<file path="src/hdl/sht_pkg.sv">
// shared types and constants for the site heterozygosity / theta block
// genotype and result beat structs, allele character codes, genotype classes
// no dependencies
`timescale 1ns / 1ps

package sht_pkg;

  // allele character codes
  localparam logic [7:0] CH_A       = 8'h41;
  localparam logic [7:0] CH_T       = 8'h54;
  localparam logic [7:0] CH_G       = 8'h47;
  localparam logic [7:0] CH_C       = 8'h43;
  localparam logic [7:0] CH_N_UPPER = 8'h4E;
  localparam logic [7:0] CH_N_LOWER = 8'h6E;

  // genotype classes
  localparam logic [1:0] CLASS_MISSING = 2'd0;
  localparam logic [1:0] CLASS_HOM     = 2'd1;
  localparam logic [1:0] CLASS_HET     = 2'd2;

  localparam int CFG_WIDTH = 7;

  typedef struct packed {
    logic [7:0] allele_first;
    logic [7:0] allele_second;
    logic       last_of_contig;
  } genotype_t;

  typedef struct packed {
    logic [5:0]  individual;
    logic [1:0]  genotype_class;
    logic [15:0] contig_hom_count;
    logic [15:0] contig_het_count;
    logic        bad_character;
    logic [2:0]  site_diversity;
    logic        contig_end;
    logic [15:0] sites_kept;
    logic [15:0] biallelic_sites;
    logic [15:0] triallelic_sites;
    logic [15:0] quadallelic_sites;
    logic [15:0] theta_mean;
  } result_t;

endpackage

</file>
<file path="src/hdl/sht_ram.sv">
// generic single-port-write, single-port-read ram with registered read data
// no dependencies
`timescale 1ns / 1ps

module sht_ram #(
  parameter int WIDTH = 32,
  parameter int DEPTH = 64
) (
  input  logic                                     clk,
  input  logic                                     we,
  input  logic [(DEPTH > 1 ? $clog2(DEPTH) : 1)-1:0] waddr,
  input  logic [WIDTH-1:0]                         wdata,
  input  logic                                     re,
  input  logic [(DEPTH > 1 ? $clog2(DEPTH) : 1)-1:0] raddr,
  output logic [WIDTH-1:0]                         rdata
);

  logic [WIDTH-1:0] mem [DEPTH];

  always_ff @(posedge clk) begin
    if (we) begin
      mem[waddr] <= wdata;
    end
    if (re) begin
      rdata <= mem[raddr];
    end
  end

endmodule

</file>
<file path="src/hdl/site_heterozygosity_theta.sv">
// path: a genotype beat is captured in stage b, and its result beat is registered when
//   stage b advances; a contig's last beat waits in stage b for the mean-theta divider
// throughput: one genotype beat per cycle unless the output stalls, set by the
//   count ram read-modify-write; each contig end stalls input (divider load, 33 steps)
// reset: synchronous, active high; clears site/contig state and sets individuals to 1.
//   the count ram is not cleared: the first site of each contig starts counts from zero
`timescale 1ns / 1ps

module site_heterozygosity_theta
  import sht_pkg::*;
#(
  parameter int MAX_INDIVIDUALS     = 64,
  parameter int COUNT_WIDTH         = 16,
  parameter int THETA_FRACTION_BITS = 16
) (
  input  logic                 clk,
  input  logic                 rst,
  input  logic                 cfg_write,
  input  logic [CFG_WIDTH-1:0] cfg_data,
  input  logic                 genotype_valid,
  output logic                 genotype_ready,
  input  genotype_t            genotype,
  output logic                 result_valid,
  input  logic                 result_ready,
  output result_t              result
);

  // widths
  localparam int IDX_W   = (MAX_INDIVIDUALS > 1) ? $clog2(MAX_INDIVIDUALS) : 1;
  localparam int ROM_W   = $clog2(MAX_INDIVIDUALS + 1);     // holds 0..MAX_INDIVIDUALS
  localparam int CMP_W   = (ROM_W > CFG_WIDTH) ? ROM_W : CFG_WIDTH;
  localparam int EXT_W   = COUNT_WIDTH + 16;
  localparam int IEXT_W  = IDX_W + 6;
  localparam int DIV_BITS = 33;                               // dividend width
  localparam int STEP_W  = $clog2(DIV_BITS);
  localparam logic [15:0] THETA_CAP =
    (THETA_FRACTION_BITS >= 16) ? 16'hFFFF : 16'((1 << THETA_FRACTION_BITS) - 1);

  // divider sequencer
  typedef enum logic [3:0] {
    DIV_IDLE = 4'b0001,
    DIV_LOAD = 4'b0010,
    DIV_RUN  = 4'b0100,
    DIV_DONE = 4'b1000
  } div_state_t;

  // ---------------------------------------------------------------------------
  // 1/a_n table, built at elaboration
  // entry n: round(2^(frac+32) / sum_{i=1..m} floor(2^32/i)), m = max(1, 2n-1)
  // ---------------------------------------------------------------------------
  function automatic logic [63:0] udiv64(input logic [63:0] num, input logic [63:0] den);
    logic [64:0] r;
    logic [63:0] q;
    int          k;
    r = '0;
    q = num;
    for (k = 0; k < 64; k++) begin
      r = {r[63:0], q[63]};
      q = {q[62:0], 1'b0};
      if (r >= {1'b0, den}) begin
        r = r - {1'b0, den};
        q[0] = 1'b1;
      end
    end
    return q;
  endfunction

  function automatic logic [31:0] inv_harmonic(input int n);
    logic [63:0] a;
    logic [63:0] m;
    logic [63:0] i;
    logic [63:0] num;
    logic [63:0] q;
    a = '0;
    m = (n == 0) ? 64'd1 : 64'(2 * n - 1);
    for (i = 64'd1; i <= m; i++) begin
      a = a + udiv64(64'd1 << 32, i);
    end
    num = (64'd1 << (THETA_FRACTION_BITS + 32)) + (a >> 1);
    q   = udiv64(num, a);
    return q[31:0];
  endfunction

  logic [31:0] rom_table [MAX_INDIVIDUALS+1];

  for (genvar g = 0; g <= MAX_INDIVIDUALS; g++) begin : g_rom
    localparam logic [31:0] ENTRY = inv_harmonic(g);
    assign rom_table[g] = ENTRY;
  end

  function automatic logic [COUNT_WIDTH-1:0] sat_inc(input logic [COUNT_WIDTH-1:0] v);
    return (&v) ? v : v + 1'b1;
  endfunction

  // count values go out as their low 16 bits
  function automatic logic [15:0] to_field(input logic [COUNT_WIDTH-1:0] v);
    logic [EXT_W-1:0] e;
    e = EXT_W'(v);
    return e[15:0];
  endfunction

  // ---------------------------------------------------------------------------
  // site and contig state
  // ---------------------------------------------------------------------------
  logic [CFG_WIDTH-1:0]   individuals;
  logic [IDX_W-1:0]       idx_count;
  logic [3:0]             bases_seen;
  logic [ROM_W-1:0]       called;
  logic                   first_site;
  logic [COUNT_WIDTH-1:0] kept_count;
  logic [COUNT_WIDTH-1:0] bi_count;
  logic [COUNT_WIDTH-1:0] tri_count;
  logic [COUNT_WIDTH-1:0] quad_count;
  logic [31:0]            theta_acc;

  // stage b: item waiting on ram read data, and the contig snapshot
  logic                   b_valid;
  logic [IDX_W-1:0]       b_idx;
  logic [1:0]             b_cls;
  logic                   b_bad;
  logic                   b_first;
  logic [2:0]             b_div;
  logic                   b_end;
  logic [COUNT_WIDTH-1:0] b_kept;
  logic [COUNT_WIDTH-1:0] b_bi;
  logic [COUNT_WIDTH-1:0] b_tri;
  logic [COUNT_WIDTH-1:0] b_quad;
  logic [31:0]            b_acc;
  logic                   b_fwd;
  logic [2*COUNT_WIDTH-1:0] b_fwd_data;

  // divider
  div_state_t             div_state;
  div_state_t             div_state_next;
  logic [DIV_BITS-1:0]    div_q;
  logic [COUNT_WIDTH-1:0] div_r;
  logic [STEP_W-1:0]      div_step;

  // ---------------------------------------------------------------------------
  // genotype decode, combinational on the incoming beat
  // ---------------------------------------------------------------------------
  logic       accept;
  logic [3:0] bits_first;
  logic [3:0] bits_second;
  logic       bad_first;
  logic       bad_second;
  logic       bad;
  logic       first_missing;
  logic [1:0] cls;

  assign accept = genotype_valid && genotype_ready;

  always_comb begin
    bits_first = 4'b0000;
    bad_first  = 1'b0;
    case (genotype.allele_first)
      CH_A:                   bits_first = 4'b0001;
      CH_T:                   bits_first = 4'b0010;
      CH_G:                   bits_first = 4'b0100;
      CH_C:                   bits_first = 4'b1000;
      CH_N_UPPER, CH_N_LOWER: bits_first = 4'b0000;
      default:                bad_first  = 1'b1;
    endcase
    bits_second = 4'b0000;
    bad_second  = 1'b0;
    case (genotype.allele_second)
      CH_A:                   bits_second = 4'b0001;
      CH_T:                   bits_second = 4'b0010;
      CH_G:                   bits_second = 4'b0100;
      CH_C:                   bits_second = 4'b1000;
      CH_N_UPPER, CH_N_LOWER: bits_second = 4'b0000;
      default:                bad_second  = 1'b1;
    endcase
  end

  assign bad           = bad_first || bad_second;
  assign first_missing = (genotype.allele_first == CH_N_UPPER) ||
                         (genotype.allele_first == CH_N_LOWER);

  always_comb begin
    if (bad || first_missing) begin
      cls = CLASS_MISSING;
    end else if (genotype.allele_first == genotype.allele_second) begin
      cls = CLASS_HOM;
    end else begin
      cls = CLASS_HET;
    end
  end

  // ---------------------------------------------------------------------------
  // site end bookkeeping
  // ---------------------------------------------------------------------------
  logic [3:0]             seen_next;
  logic [ROM_W-1:0]       called_next;
  logic [ROM_W-1:0]       rom_index;
  logic [CMP_W-1:0]       reg_ext;
  logic [CMP_W-1:0]       eff;
  logic                   last_item;
  logic                   contig_end_in;
  logic [2:0]             diversity;
  logic [COUNT_WIDTH-1:0] kept_next;
  logic [COUNT_WIDTH-1:0] bi_next;
  logic [COUNT_WIDTH-1:0] tri_next;
  logic [COUNT_WIDTH-1:0] quad_next;
  logic [32:0]            theta_sum;
  logic [31:0]            acc_next;

  assign seen_next   = bases_seen | (bad ? 4'b0000 : (bits_first | bits_second));
  assign called_next = called + ROM_W'(!bad && !first_missing);
  assign rom_index   = (called_next > ROM_W'(MAX_INDIVIDUALS)) ?
                       ROM_W'(MAX_INDIVIDUALS) : called_next;

  // effective individuals per site, clamped to 1..MAX_INDIVIDUALS
  assign reg_ext = CMP_W'(individuals);
  always_comb begin
    if (reg_ext == '0) begin
      eff = CMP_W'(1);
    end else if (reg_ext > CMP_W'(MAX_INDIVIDUALS)) begin
      eff = CMP_W'(MAX_INDIVIDUALS);
    end else begin
      eff = reg_ext;
    end
  end

  assign last_item     = (CMP_W'(idx_count) + CMP_W'(1)) >= eff;
  assign contig_end_in = last_item && genotype.last_of_contig;

  assign diversity = 3'(seen_next[0]) + 3'(seen_next[1]) + 3'(seen_next[2]) +
                     3'(seen_next[3]);

  // polymorphic sites add 1/a_n, saturating at the accumulator width
  assign theta_sum = {1'b0, theta_acc} + {1'b0, rom_table[rom_index]};

  always_comb begin
    kept_next = kept_count;
    bi_next   = bi_count;
    tri_next  = tri_count;
    quad_next = quad_count;
    acc_next  = theta_acc;
    if (diversity != 3'd0) begin
      kept_next = sat_inc(kept_count);
    end
    case (diversity)
      3'd2:    bi_next   = sat_inc(bi_count);
      3'd3:    tri_next  = sat_inc(tri_count);
      3'd4:    quad_next = sat_inc(quad_count);
      default: ;
    endcase
    if (diversity > 3'd1) begin
      acc_next = theta_sum[32] ? 32'hFFFF_FFFF : theta_sum[31:0];
    end
  end

  always_ff @(posedge clk) begin
    if (rst) begin
      individuals <= CFG_WIDTH'(1);
    end else if (cfg_write) begin
      individuals <= cfg_data;
    end
  end

  always_ff @(posedge clk) begin
    if (rst) begin
      idx_count  <= '0;
      bases_seen <= '0;
      called     <= '0;
      first_site <= 1'b1;
      kept_count <= '0;
      bi_count   <= '0;
      tri_count  <= '0;
      quad_count <= '0;
      theta_acc  <= '0;
    end else if (accept) begin
      if (!last_item) begin
        idx_count  <= idx_count + 1'b1;
        bases_seen <= seen_next;
        called     <= called_next;
      end else begin
        idx_count  <= '0;
        bases_seen <= '0;
        called     <= '0;
        if (genotype.last_of_contig) begin
          // summary goes to stage b, contig starts over
          first_site <= 1'b1;
          kept_count <= '0;
          bi_count   <= '0;
          tri_count  <= '0;
          quad_count <= '0;
          theta_acc  <= '0;
        end else begin
          first_site <= 1'b0;
          kept_count <= kept_next;
          bi_count   <= bi_next;
          tri_count  <= tri_next;
          quad_count <= quad_next;
          theta_acc  <= acc_next;
        end
      end
    end
  end

  // ---------------------------------------------------------------------------
  // per-individual counts: ram read at accept, modify and write back in stage b
  // ---------------------------------------------------------------------------
  logic                     b_advance;
  logic [2*COUNT_WIDTH-1:0] ram_q;
  logic [2*COUNT_WIDTH-1:0] count_base;
  logic [COUNT_WIDTH-1:0]   hom_new;
  logic [COUNT_WIDTH-1:0]   het_new;
  logic [2*COUNT_WIDTH-1:0] count_wdata;

  assign b_advance = b_valid && (!b_end || (div_state == DIV_DONE)) &&
                     (!result_valid || result_ready);
  assign genotype_ready = !b_valid || b_advance;

  sht_ram #(
    .WIDTH (2 * COUNT_WIDTH),
    .DEPTH (MAX_INDIVIDUALS)
  ) u_count_ram (
    .clk   (clk),
    .we    (b_advance),
    .waddr (b_idx),
    .wdata (count_wdata),
    .re    (accept),
    .raddr (idx_count),
    .rdata (ram_q)
  );

  // first site of a contig starts from zero; a write landing on the entry
  // being read in the same cycle is forwarded (ram returns old data)
  always_comb begin
    if (b_first) begin
      count_base = '0;
    end else if (b_fwd) begin
      count_base = b_fwd_data;
    end else begin
      count_base = ram_q;
    end
  end

  assign hom_new = (b_cls == CLASS_HOM) ? sat_inc(count_base[2*COUNT_WIDTH-1:COUNT_WIDTH]) :
                   count_base[2*COUNT_WIDTH-1:COUNT_WIDTH];
  assign het_new = (b_cls == CLASS_HET) ? sat_inc(count_base[COUNT_WIDTH-1:0]) :
                   count_base[COUNT_WIDTH-1:0];
  assign count_wdata = {hom_new, het_new};

  always_ff @(posedge clk) begin
    if (rst) begin
      b_valid <= 1'b0;
    end else if (accept) begin
      b_valid <= 1'b1;
    end else if (b_advance) begin
      b_valid <= 1'b0;
    end
  end

  always_ff @(posedge clk) begin
    if (accept) begin
      b_idx      <= idx_count;
      b_cls      <= cls;
      b_bad      <= bad;
      b_first    <= first_site;
      b_div      <= last_item ? diversity : 3'd0;
      b_end      <= contig_end_in;
      b_kept     <= kept_next;
      b_bi       <= bi_next;
      b_tri      <= tri_next;
      b_quad     <= quad_next;
      b_acc      <= acc_next;
      b_fwd      <= b_advance && (b_idx == idx_count);
      b_fwd_data <= count_wdata;
    end
  end

  // ---------------------------------------------------------------------------
  // mean theta: round(acc / kept) by restoring division, one bit per cycle
  // ---------------------------------------------------------------------------
  logic [COUNT_WIDTH:0] rem_shift;
  logic [COUNT_WIDTH:0] divisor_ext;
  logic                 rem_ge;
  logic [COUNT_WIDTH:0] rem_sub;
  logic [15:0]          theta_mean;

  assign rem_shift   = {div_r, div_q[DIV_BITS-1]};
  assign divisor_ext = {1'b0, b_kept};
  assign rem_ge      = rem_shift >= divisor_ext;
  assign rem_sub     = rem_ge ? (rem_shift - divisor_ext) : rem_shift;

  always_comb begin
    div_state_next = div_state;
    case (div_state)
      DIV_IDLE: begin
        if (accept && contig_end_in) begin
          div_state_next = DIV_LOAD;
        end
      end
      DIV_LOAD: div_state_next = DIV_RUN;
      DIV_RUN: begin
        if (div_step == STEP_W'(DIV_BITS - 1)) begin
          div_state_next = DIV_DONE;
        end
      end
      DIV_DONE: begin
        if (accept && contig_end_in) begin
          div_state_next = DIV_LOAD;
        end else if (b_advance) begin
          div_state_next = DIV_IDLE;
        end
      end
      default: div_state_next = DIV_IDLE;
    endcase
  end

  always_ff @(posedge clk) begin
    if (rst) begin
      div_state <= DIV_IDLE;
    end else begin
      div_state <= div_state_next;
    end
  end

  always_ff @(posedge clk) begin
    if (div_state == DIV_LOAD) begin
      // add half the divisor for round half up
      div_q    <= {1'b0, b_acc} + DIV_BITS'(b_kept >> 1);
      div_r    <= '0;
      div_step <= '0;
    end else if (div_state == DIV_RUN) begin
      div_q    <= {div_q[DIV_BITS-2:0], rem_ge};
      div_r    <= rem_sub[COUNT_WIDTH-1:0];
      div_step <= div_step + 1'b1;
    end
  end

  // no kept site means theta 0; otherwise saturate to the output format
  always_comb begin
    if (b_kept == '0) begin
      theta_mean = 16'd0;
    end else if (div_q > DIV_BITS'(THETA_CAP)) begin
      theta_mean = THETA_CAP;
    end else begin
      theta_mean = div_q[15:0];
    end
  end

  // ---------------------------------------------------------------------------
  // output register
  // ---------------------------------------------------------------------------
  logic [IEXT_W-1:0] idx_ext;

  assign idx_ext = IEXT_W'(b_idx);

  always_ff @(posedge clk) begin
    if (rst) begin
      result_valid <= 1'b0;
    end else if (b_advance) begin
      result_valid <= 1'b1;
    end else if (result_ready) begin
      result_valid <= 1'b0;
    end
  end

  always_ff @(posedge clk) begin
    if (b_advance) begin
      result.individual        <= idx_ext[5:0];
      result.genotype_class    <= b_cls;
      result.contig_hom_count  <= to_field(hom_new);
      result.contig_het_count  <= to_field(het_new);
      result.bad_character     <= b_bad;
      result.site_diversity    <= b_div;
      result.contig_end        <= b_end;
      result.sites_kept        <= b_end ? to_field(b_kept) : 16'd0;
      result.biallelic_sites   <= b_end ? to_field(b_bi) : 16'd0;
      result.triallelic_sites  <= b_end ? to_field(b_tri) : 16'd0;
      result.quadallelic_sites <= b_end ? to_field(b_quad) : 16'd0;
      result.theta_mean        <= b_end ? theta_mean : 16'd0;
    end
  end

endmodule

</file>
<file path="config.mk">
export PLATFORM = sky130hd
export DESIGN_NAME = site_heterozygosity_theta
export DESIGN_NICKNAME = d
export VERILOG_FILES = /design/src/hdl/sht_pkg.sv /design/src/hdl/sht_ram.sv /design/src/hdl/site_heterozygosity_theta.sv
export SDC_FILE = /design/constraint.sdc
export NUM_CORES = 2
export LEC_CHECK = 0
export BUFFER_PORTS_ARGS = -buffer_cell sky130_fd_sc_hd__buf_2
export CORE_MARGIN = 10
export CORE_UTILIZATION = 50
export CTS_BUF_LIST = sky130_fd_sc_hd__clkbuf_2 sky130_fd_sc_hd__clkbuf_4 sky130_fd_sc_hd__clkbuf_8
export DETAILED_ROUTE_END_ITERATION = 8
export PLACE_DENSITY = 0.77
export SYNTH_ARGS = -nofsm -noshare
export SYNTH_HDL_FRONTEND = slang
export SYNTH_SLANG_ARGS = --single-unit
</file>
<file path="constraint.sdc">
create_clock -name clk -period 13.6 [get_ports clk]
set_input_delay 1.36 -clock clk [delete_from_list [all_inputs] [get_ports clk]]
set_output_delay 1.36 -clock clk [all_outputs]
set_load 0.02 [all_outputs]
</file>
==> load_flow_metrics.sql <==
INSERT INTO impl_metrics (metric_group, metric, value, unit) VALUES
('sta', 'max_slew.worst_pin.slew', '1410', 'ps'),
('synth', 'netlist_area', '103000', 'um2'),
('worst_hold_path', 'hold_path.class', 'flip-flop to flip-flop', ''),
('pwr', 'power_density', '139', 'nW/um2'),
('sta', 'achievable-frequency', '116', 'MHz'),
('worst_setup_path', 'cpLargestDelayFamily', 'compound AO/OA/AOI/OAI gates', ''),
('worst_setup_path', 'critical_path.max_fanout', '24', ''),
('die', 'die_w', '473', 'um'),
('cells_and_area', 'finish.instance_area', '115000', 'um2'),
('global_routing', 'grt_antenna_before_repair', '7', ''),
('detailed_routing', 'wire_per_inst', '27.4', 'um'),
('synth', 'syn-instance-count', '5386', ''),
('clock_tree', 'numCtsBuffers', '398', ''),
('sta', 'timing_hold_violations_final', '0', ''),
('sta', 'layout_setup_ws', '4950', 'ps'),
('global_routing', 'grt-ovfl-total', '0', ''),
('worst_setup_path', 'crit_arrival', '9420', 'ps'),
('sta', 'finalSetupViolCount', '0', ''),
('worst_setup_path', 'worst-setup-path-type', 'input port to flip-flop', ''),
('worst_setup_path', 'crit_buf_inv', '2', ''),
('synth', 'synth-seq-cells', '2530', ''),
('worst_setup_path', 'end_kind', 'flip-flop', ''),
('synth', 'synth_area_leaders', 'edfxtp_1, mux4_2, dfxtp_1, nor2_1, ha_1', ''),
('clock_tree', 'clock_sink_count', '2530', ''),
('global_routing', 'grt.total_usage', '21.3', '%'),
('pwr', 'power.net_switching', '3.53', 'mW'),
('outcome', 'run_status', 'complete, no violations', ''),
('sta', 'total_negative_slack_for_setup_checks', '0', 'ps'),
('detailed_routing', 'firstDrtPassIters', '8', ''),
('synth', 'yosysTopAreaCellShare', '69.6', '%'),
('sta', 'rsz0062_at_grt', 'false', ''),
('cells_and_area', 'layout-drive-gt1-share', '28.4', '%'),
('synth', 'synthDistinctLibCells', '85', ''),
('worst_setup_path', 'timing.critical_path.slowest_stage_cell', 'ha_1', ''),
('detailed_routing', 'drtAntennaViolNets', '0', ''),
('pwr', 'vdd.ir_drop.worst', '109', 'uV'),
('worst_setup_path', 'worst_ep_required_time', '14370', 'ps'),
('clock_tree', 'clk_transition_reported_paths', '60', 'ps'),
('clock_tree', 'cts.htree.levels', '5', ''),
('sta', 'finalWorstPathRequiredPeriod', '8650', 'ps'),
('sta', 'relSlewSlack', '4.95', '%'),
('synth', 'synth_seq_area_share', '72.5', '%'),
('global_routing', 'number_of_global_route_vias_before_repair', '55500', ''),
('clock_tree', 'cts_setup_buffers', '0', ''),
('cells_and_area', 'nNetsFinal', '5923', ''),
('sta', 'period_share', '63.6', '%'),
('die', 'standard_cell_row_count', '166', ''),
('die', 'initial_standard_cell_utilization_of_the_core', '50.3', '%'),
('die', 'standard_cell_core_area', '204000', 'um2'),
('synth', 'synth_warnings', '0', ''),
('synth', 'synth_top_area_cell', 'edfxtp_1', ''),
('pwr', 'swShare', '22.0', '%'),
('placement', 'routabilityCongestion', '0.821', ''),
('pwr', 'fin_total_pwr', '16.0', 'mW'),
('pwr', 'pwr-share-clk', '38.9', '%'),
('global_routing', 'wire_length_of_the_first_global_routing_pass', '361000', 'um'),
('synth', 'ys_flop_type', 'edfxtp_1', ''),
('pwr', 'seqPwrFrac', '53.9', '%'),
('clock_tree', 'post_cts_resize_count', '0', ''),
('detailed_routing', 'route.detailed.vias_per_inst', '6.21', ''),
('placement', 'placement.setup.worst_slack', '3960', 'ps'),
('detailed_routing', 'detail_route.wirelength', '241000', 'um'),
('clock_tree', 'cts_root_buf', 'clkbuf_8', ''),
('worst_setup_path', 'timing.critical_path.slowest_cell_delay', '830', 'ps'),
('pwr', 'p_int', '12.5', 'mW'),
('synth', 'synth_nets', '5499', ''),
('die', 'num_io_pins', '156', ''),
('sta', 'fin_skew', '78.1', 'ps'),
('pwr', 'p_comb_share', '7.2', '%'),
('worst_setup_path', 'crit_chain', 'buf_2 -> or4b_2 -> a21oi_1 -> o22a_1 -> o21ai_0 -> inv_1 -> ha_1 -> ha_1 -> nand3_1 -> o21ai_0 -> nand3_1 -> ha_1 -> o21ai_0 -> nor2_1 -> a2111oi_0 -> a31o_2 -> ha_1 -> fa_1 -> a211oi_1 -> o21ai_0 -> a211o_1 -> a221o_1 -> or2_2 -> a21boi_0', ''),
('die', 'die-height', '473', 'um');
## registers in the layout (all words and copies together), names as in the netlist, 32 cells and up
name               cells
u_count_ram.rdata     32
div_q                 33
b_fwd_data            32
b_acc                 32
u_count_ram.mem     2048
theta_acc             32
result               125
## power by group through the flow
stage,registers (mW),logic [mW],clock network (mW)
3_5_place_dp,8.81,1.16,0
5_1_grt,8.65,1.23,6.67
6_report,8.64,1.15,6.23
2_1_floorplan,8.81,0.811,0
3_3_place_gp,8.80,1.14,0
4_1_cts,8.64,1.16,6.32
## synth_stat cells (38+ instances only)
library cell and n:
a21oi_1 136, a22o_1 39, and2_1 69, and3_1 38, buf_2 55, clkbuf_1 195
dfxtp_1 149, edfxtp_1 2381, ha_1 80, inv_1 78, mux2i_1 49, mux4_2 672
nand2_1 196, nand3_1 99, nor2_1 284, nor3_1 51, o21a_1 38, o21ai_0 144
xnor2_1 84, xor2_1 84
## kinds of logic (layout without fill, tap and decap cells)
kind of cell    count (synthesis)  after routing  synth area share (%)
compound gates                610            610                  3.93
other cells                     0              5                     0
fa+ha+maj                      84             84                  1.05
mux                           735            735                  15.4
flops                        2530           2530                  72.5
xor+xnor                      168            168                  1.43
simple gates                  909            909                  4.32
buf+inv                       350           1067                  1.38
## cell type report
cell class,instances,area (um2)
clock buffers,552,6750
well taps,2688,3360
diodes,5,12.5
inverters,78,300
clock inverters,141,900
flip-flops and latches,2530,74500
multi-input cells,2506,27700
repair buffers,296,1930
fillers,14600,89000
## stage by stage
step	hold WS (ps)	std cells
floorplan	400	5386
CTS	424	8790
global placement	404	8097
detailed placement	407	8097
global route	433	8792
finish	425	8796
## cell usage in the layout, fill, tap and decap left out, types with 16 or more instances in the layout
cell         n
nand3b_1    27
nand2_1    196
nor2b_1     19
nor2_4      76
clkinv_1    89
buf_2      155
nand2b_1    22
o211ai_1    16
mux4_2     672
dfxtp_1    143
a211oi_1    27
edfxtp_1  2381
nor2_1     208
o31ai_1     22
nand3_1     99
nand4_1     25
buf_4      133
a22o_1      39
nor3_1      50
clkinv_2    31
a31oi_1     25
xor2_1      75
and2_1      69
clkbuf_8   416
inv_1       77
o21ai_0    143
ha_1        80
nor4_1      17
mux2i_1     49
xnor2_1     72
a21o_1      27
o21a_1      38
clkbuf_4   136
a21oi_1    135
and3_1      38
## worst paths after layout
kind | start | to | slack (ps) | depth (start not counted)
max | genotype[10] | b_acc[1] | 4950 | 24
min | b_bad | result[84] | 430 | 0
max reg2reg | called[0] | b_acc[1] | 6860 | 18
min reg2reg | b_bad | result[84] | 430 | 0
## per-layer routing
layer	wire length, um	up-vias	global-route usage, %
met1	94100	28200	29.3
met2	116000	2978	34.1
met5	0	-	0
met3	23600	483	4.59
li1	-	22900	-
met4	7200	0	7.08
(Power assumes the default switching activity.)
